$ cat config.mk
export PLATFORM = sky130hd
export DESIGN_NAME = tta_ctrl
export DESIGN_NICKNAME = d
export VERILOG_FILES = /design/src/sv/tta_pkg.sv /design/src/sv/tta_ctrl.sv
export SDC_FILE = /design/constraint.sdc
export NUM_CORES = 1
export LEC_CHECK = 0
export BUFFER_PORTS_ARGS = -buffer_cell sky130_fd_sc_hd__buf_2
export CAP_MARGIN = 20
export CORE_MARGIN = 8
export CORE_UTILIZATION = 59
export DETAILED_ROUTE_END_ITERATION = 8
export GPL_ROUTABILITY_DRIVEN = 0
export PLACE_DENSITY = 0.83
export SYNTH_ARGS = -nofsm -noshare
export SYNTH_HDL_FRONTEND = slang
export SYNTH_SLANG_ARGS = --single-unit
$ cat constraint.sdc
create_clock -name clk -period 3.2 [get_ports clk]
set_clock_uncertainty 0.05 [all_clocks]
set_input_delay 0.64 -clock clk [delete_from_list [all_inputs] [get_ports clk]]
set_output_delay 0.64 -clock clk [all_outputs]
set_load 0.02 [all_outputs]
$ cat src/sv/tta_pkg.sv
// Shared types, constants and command/status structs of the tangent accumulator.
package tta_pkg;

  localparam int MAX_VERTICES = 4096;
  localparam int IDX_W        = $clog2(MAX_VERTICES);
  localparam int Q_W          = 32;

  // Last step of the edge/determinant product sequence and of the projection sums.
  localparam int MUL_LAST  = 14;
  localparam int PMUL_LAST = 6;

  localparam logic [1:0] ACT_LOAD = 2'd0;
  localparam logic [1:0] ACT_TRI  = 2'd1;
  localparam logic [1:0] ACT_READ = 2'd2;

  localparam logic [1:0] ST_OK    = 2'd0;
  localparam logic [1:0] ST_DEGEN = 2'd1;

  typedef enum logic [4:0] {
    OP_NONE,
    OP_CLR,
    OP_LOAD,
    OP_RDS,
    OP_RDSC,
    OP_RDV,
    OP_DELTA,
    OP_MUL,
    OP_DEGEN,
    OP_DIVGO,
    OP_DIVW,
    OP_NSET,
    OP_NSHIFT,
    OP_PMUL,
    OP_PNUM,
    OP_PDGO,
    OP_PDW,
    OP_ACR,
    OP_ACW,
    OP_RESULT
  } dp_op_t;

  typedef struct packed {
    logic             idle;
    dp_op_t           op;
    logic [IDX_W-1:0] idx;
  } cmd_t;

  typedef struct packed {
    logic [1:0] act;
    logic       d_zero;
    logic       m_zero;
    logic       m_big;
    logic       div_done;
    logic       out_full;
  } stat_t;

endpackage

$ cat src/sv/tta_ctrl.sv
// Controller state machine that sequences the datapath operations.
module tta_ctrl (
  input  logic            clk,
  input  logic            rst,
  input  logic            in_valid,
  input  tta_pkg::stat_t  stat,
  output tta_pkg::cmd_t   cmd
);
  import tta_pkg::*;

  typedef enum logic [21:0] {
    S_CLR   = 22'h000001,
    S_IDLE  = 22'h000002,
    S_DISP  = 22'h000004,
    S_LOAD  = 22'h000008,
    S_RDS   = 22'h000010,
    S_RDSC  = 22'h000020,
    S_RDV   = 22'h000040,
    S_DELTA = 22'h000080,
    S_MUL   = 22'h000100,
    S_CHKD  = 22'h000200,
    S_DEGEN = 22'h000400,
    S_DIVGO = 22'h000800,
    S_DIVW  = 22'h001000,
    S_NSET  = 22'h002000,
    S_NORM  = 22'h004000,
    S_PMUL  = 22'h008000,
    S_PNUM  = 22'h010000,
    S_PDGO  = 22'h020000,
    S_PDW   = 22'h040000,
    S_ACR   = 22'h080000,
    S_ACW   = 22'h100000,
    S_DONE  = 22'h200000
  } state_t;

  state_t           state, state_next;
  logic [IDX_W-1:0] cnt, cnt_next;

  always_ff @(posedge clk) begin
    if (rst) begin
      state <= S_CLR;
      cnt   <= '0;
    end else begin
      state <= state_next;
      cnt   <= cnt_next;
    end
  end

  always_comb begin
    state_next = state;
    cnt_next   = cnt;
    cmd.idle   = 1'b0;
    cmd.op     = OP_NONE;
    cmd.idx    = cnt;
    unique case (state)
      S_CLR: begin
        cmd.op = OP_CLR;
        if (cnt == IDX_W'(MAX_VERTICES - 1)) begin
          state_next = S_IDLE;
          cnt_next   = '0;
        end else begin
          cnt_next = cnt + 1'b1;
        end
      end
      S_IDLE: begin
        cmd.idle = 1'b1;
        cnt_next = '0;
        if (in_valid) state_next = S_DISP;
      end
      S_DISP: begin
        priority case (stat.act)
          ACT_LOAD: state_next = S_LOAD;
          ACT_TRI:  state_next = S_RDV;
          ACT_READ: state_next = S_RDS;
          default:  state_next = S_DONE;
        endcase
      end
      S_LOAD: begin
        cmd.op     = OP_LOAD;
        state_next = S_DONE;
      end
      S_RDS: begin
        cmd.op     = OP_RDS;
        state_next = S_RDSC;
      end
      S_RDSC: begin
        cmd.op     = OP_RDSC;
        state_next = S_DONE;
      end
      S_RDV: begin
        cmd.op = OP_RDV;
        if (cnt == IDX_W'(3)) begin
          state_next = S_DELTA;
          cnt_next   = '0;
        end else begin
          cnt_next = cnt + 1'b1;
        end
      end
      S_DELTA: begin
        cmd.op     = OP_DELTA;
        state_next = S_MUL;
      end
      S_MUL: begin
        cmd.op = OP_MUL;
        if (cnt == IDX_W'(MUL_LAST)) begin
          state_next = S_CHKD;
          cnt_next   = '0;
        end else begin
          cnt_next = cnt + 1'b1;
        end
      end
      S_CHKD: begin
        state_next = stat.d_zero ? S_DEGEN : S_DIVGO;
      end
      S_DEGEN: begin
        cmd.op     = OP_DEGEN;
        state_next = S_DONE;
      end
      S_DIVGO: begin
        cmd.op     = OP_DIVGO;
        state_next = S_DIVW;
      end
      S_DIVW: begin
        cmd.op = OP_DIVW;
        if (stat.div_done) begin
          if (cnt == IDX_W'(2)) begin
            state_next = S_NSET;
            cnt_next   = '0;
          end else begin
            state_next = S_DIVGO;
            cnt_next   = cnt + 1'b1;
          end
        end
      end
      S_NSET: begin
        cmd.op     = OP_NSET;
        state_next = S_NORM;
      end
      S_NORM: begin
        cmd.op = OP_NSHIFT;
        priority if (stat.m_zero) state_next = S_ACR;
        else if (!stat.m_big)     state_next = S_PMUL;
      end
      S_PMUL: begin
        cmd.op = OP_PMUL;
        if (cnt == IDX_W'(PMUL_LAST)) begin
          state_next = S_PNUM;
          cnt_next   = '0;
        end else begin
          cnt_next = cnt + 1'b1;
        end
      end
      S_PNUM: begin
        cmd.op     = OP_PNUM;
        state_next = S_PDGO;
      end
      S_PDGO: begin
        cmd.op     = OP_PDGO;
        state_next = S_PDW;
      end
      S_PDW: begin
        cmd.op = OP_PDW;
        if (stat.div_done) begin
          if (cnt == IDX_W'(2)) begin
            state_next = S_ACR;
            cnt_next   = '0;
          end else begin
            state_next = S_PNUM;
            cnt_next   = cnt + 1'b1;
          end
        end
      end
      S_ACR: begin
        cmd.op     = OP_ACR;
        state_next = S_ACW;
      end
      S_ACW: begin
        cmd.op = OP_ACW;
        if (cnt == IDX_W'(2)) begin
          state_next = S_DONE;
          cnt_next   = '0;
        end else begin
          state_next = S_ACR;
          cnt_next   = cnt + 1'b1;
        end
      end
      S_DONE: begin
        if (!stat.out_full) begin
          cmd.op     = OP_RESULT;
          state_next = S_IDLE;
        end
      end
      default: begin
        state_next = S_CLR;
        cnt_next   = '0;
      end
    endcase
  end

endmodule

==> metrics.md <==
| Metric | Value |
|---|---|
| Final setup margin | `-0.1358 ns` |
| Clock buffer depth | `2` |
| I/O Buffers | `27` |
| Vias per cell | `7.179` |
| Clock transition at path regs | `about 0.070 ns` |
| Die width | `81.74 microns` |
| Crit path max fanout | `7` |
| Max IR drop VDD | `239.3 uV` |
| Min cycle time layout | `~3.3 ns` |
| Worst reg2reg path endpoint | `cnt[6]$_SDFFE_PP0P_` |
| Min-Delay Endpoint | `cnt[10]$_SDFFE_PP0P_` |
| # diodes | `0` |
| Worst r2r src | `state[21]$_SDFFE_PP0P_` |
| Ys flop type | `dfxtp_1` |
| I/O pins | `28` |
| Combinational group share of total power | `under 10%` |
| Mapped Cells | `313` |
| CTS tree | `built` |
| WL per Instance | `roughly 21 microns` |
| Row count | `24` |
| Die area | `~6700 sq um` |
| Hold Crit Depth | `2` |
| Die Y-Extent | `a little over 80 microns` |
| 1st-iter DRT viols | `slightly above 500` |
| Synthesized area per cell | `approximately 8.1 sq um` |
| Pwr Density | `277.8 nW/um^2` |
| Synth async-reset ratio | `0%` |
| Area share of the largest cell type after synthesis | `26.69%` |
| Initial antenna violation count | `0` |
| Yosys warns | `0` |
| Nets | `about 370` |
| Core ar. | `around 4300 sq um` |
| Most area-consuming cells after synthesis | `dfxtp_1, nor2_1, nand2_1` |
| Flops & latches, synth | `34` |
| Placement Cell Area | `around 2800 sq um` |
| Switch Pwr | `about 0.00021 W` |
| Number of synthesized flops with an enable pin | `0` |
| Clock buffer count from CTS | `5` |
| Clock power frac | `between 40% and 50%` |
| Final period util | `104.2%` |
| Reg2Reg Depth | `9` |
| Final wirelength | `about 8.5 mm` |
| H-tree Lvls | `2` |
| CP endpoint kind | `primary output` |
| GRT overflow | `0` |
| First-pass GRT wire length | `approximately 12 mm` |
| Setup TNS | `-0.2044 ns` |
| Worst-Margin Slew | `between 1 and 1.5 ns` |
| Static Leak | `1.229 nW` |
| Routed vias | `slightly below 3,000` |
| Pin count of the biggest net entering global routing | `15` |
| Nature of the critical path startpoint | `flip-flop` |
| Internal reg-to-reg setup slack | `about 0.19 ns` |
| DRC viols | `0` |
| Pins Over Slew Limit | `0` |
| GRT Util Overall | `a little under a quarter` |
| Most common cell after layout, fill and taps aside | `nor2_1` |
| Setup CP Type | `flip-flop to primary output` |
| Synth Cell Area | `around 2500 sq um` |
| Failing checks | `negative setup slack` |
| Run status | `finished, violations left` |
| Setup violations, final | `2` |
| Internal Power | `slightly above 0.0006 W` |
| Sw Share | `25.27%` |
| Clk Latency, worst-skew pair | `~0.3 ns` |
| CTS Hold Bufs | `0` |
| HP Class | `flip-flop to flip-flop` |
| Worst hold start | `cnt[10]$_SDFFE_PP0P_` |
| Max frequency | `~0.3 GHz` |
| Post-Syn Nets | `roughly 330` |
| Count of cell types in the netlist | `64` |
| Max capacitance violation total | `0` |
| Area growth, synth to finish | `17.57%` |
| Highest-count cells in the layout ignoring fill and taps | `nor2_1, dfxtp_1, nand2_1, buf_2, buf_4` |
| Seq/Total Area, Yosys | `a little over a quarter` |
| First-pass detailed-route iteration total | `6` |
| RSZ-0062 raised after global routing | `yes` |
| Max_slew headroom | `between 30% and 40%` |
| Final Hold Fails | `0` |
| Reg power frac | `around half` |
| Placed wire-length estimate | `slightly below 6 mm` |
| Vias in the first global route | `2,628` |
| Share of cells above drive strength 1 | `a little over a quarter` |
| Starting density of the core | `roughly 60%` |
| CP Data Arrival Time | `around 2.7 ns` |
| Area leader, netlist | `dfxtp_1` |
| Clock sink count | `34` |
| Worst endpoint required time | `between 2 and 3 ns` |
| Final instance area | `2998 sq um` |
| Final ANT Viol Nets | `0` |
| CTS root buffer | `clkbuf_8` |
layer usage:
| layer | vias to the layer above | global-route usage, % | wire length, microns |
|---|---|---|---|
| met4 | 0 | 13.33 | 536 |
| li1 | 1283 | - | - |
| met5 | - | 0 | 0 |
| met2 | 248 | 38.04 | 3739 |
| met1 | 1357 | 28.71 | 3147 |
| met3 | 77 | 6.455 | 1116 |
critical path, stage by stage (launching register included):
cell	delay (ns)
dfxtp_1	0.53
nor4b_1	0.86
nand4_1	0.39
nand4_1	0.27
or4_1	0.14
buf_2	0.16
kinds of logic (layout without fill, tap and decap cells):
family | after synthesis | in the layout | share of synthesized area (%)
buf+inv | 21 | 67 | 4.661
simple gates | 194 | 196 | 48.48
compound gates | 50 | 50 | 15.06
fa+ha+maj | 2 | 2 | 0.9812
flops | 34 | 34 | 26.69
xor+xnor | 12 | 12 | 4.122
registers in the layout, indices dropped and copies added, names as in the netlist:
signal	flops
cnt	12
state	22
power by group through the flow:
stage	clock [W]	sequential (W)	combinational, W
global placement	0	0.000442	0.0000581
finish	0.000338	0.000432	0.0000620
global route	0.000365	0.000433	0.0000673
CTS	0.000341	0.000432	0.0000597
detailed placement	0	0.000442	0.0000591
floorplan	0	0.000445	0.0000333
synthesized netlist by cell type (2+ instances only):
master and n:
nor4b_2 2, o21a_1 3, o32ai_1 2, xor2_1 8, dfxtp_1 34, nand3_1 17
inv_1 10, nand3b_1 2, a21oi_1 10, nand4b_1 7, and4_1 2, nor4_1 9
buf_2 2, or4_4 3, a31oi_1 3, nor4_4 4, or4_1 8, xnor2_1 4
and4b_1 2, buf_4 3, or3_1 2, and2_1 3, nor2b_1 4, buf_6 2
o22a_1 2, nor4b_1 3, a21oi_2 4, a41o_1 2, nand4_2 2, and3_1 7
nand2b_1 4, o22ai_1 2, or2_2 3, nor3_1 14, nor3_2 6, a211oi_1 2
ha_1 2, nand2_1 27, nand4_1 14, clkbuf_1 3, o21ai_0 7, nor2_1 38
nor3b_1 3, nor4_2 2
timing repair:
action / in CTS / in global routing
setup buffers: 0 / 8
endpoints found under the setup margin: 3 / 4
resized for setup: 1 / 9
pin swaps: 0 / 10
cloned: 0 / 2
through the flow:
step | cells | utilization, % | setup slack (ns) | power [W] | hold WS, ns
after global placement | 395 | 65.05 | 0.2369 | 0.0004997 | 0.4530
after CTS | 403 | 67.40 | 0.02790 | 0.0008325 | 0.4708
after detailed placement | 395 | 65.05 | 0.1623 | 0.0005009 | 0.4597
final | 413 | 70.31 | -0.1358 | 0.0008329 | 0.4655
after floorplan | 313 | - | 0.5544 | 0.0004781 | 0.4752
after global routing | 413 | 70.31 | -0.3594 | 0.0008650 | 0.5048
cell type report:
class                      count  area (sq um)
fill                         358          1266
inverter                      10         37.54
timing repair buffer          49         300.3
sequential                    34         684.4
clock inverter                 1         5.005
tap                           52         65.06
multi-input combinational    260          1819
clock buffer                   7         86.33
worst max-delay path by stage:
stage / cells after the start / slack, ns / from / to
finish: 5 / -0.14 / state[8]$_SDFFE_PP0P_ / cmd[12]
global route: 5 / -0.36 / state[8]$_SDFFE_PP0P_ / cmd[12]
CTS: 6 / 0.03 / state[4]$_SDFFE_PP0P_ / cmd[12]
detailed placement: 6 / 0.16 / state[0]$_SDFFE_PP1P_ / cmd[12]
global placement: 6 / 0.24 / state[0]$_SDFFE_PP1P_ / cmd[12]
floorplan: 6 / 0.55 / state[12]$_SDFFE_PP0P_ / cmd[12]
Note: power is estimated with default switching activity, not from simulation.
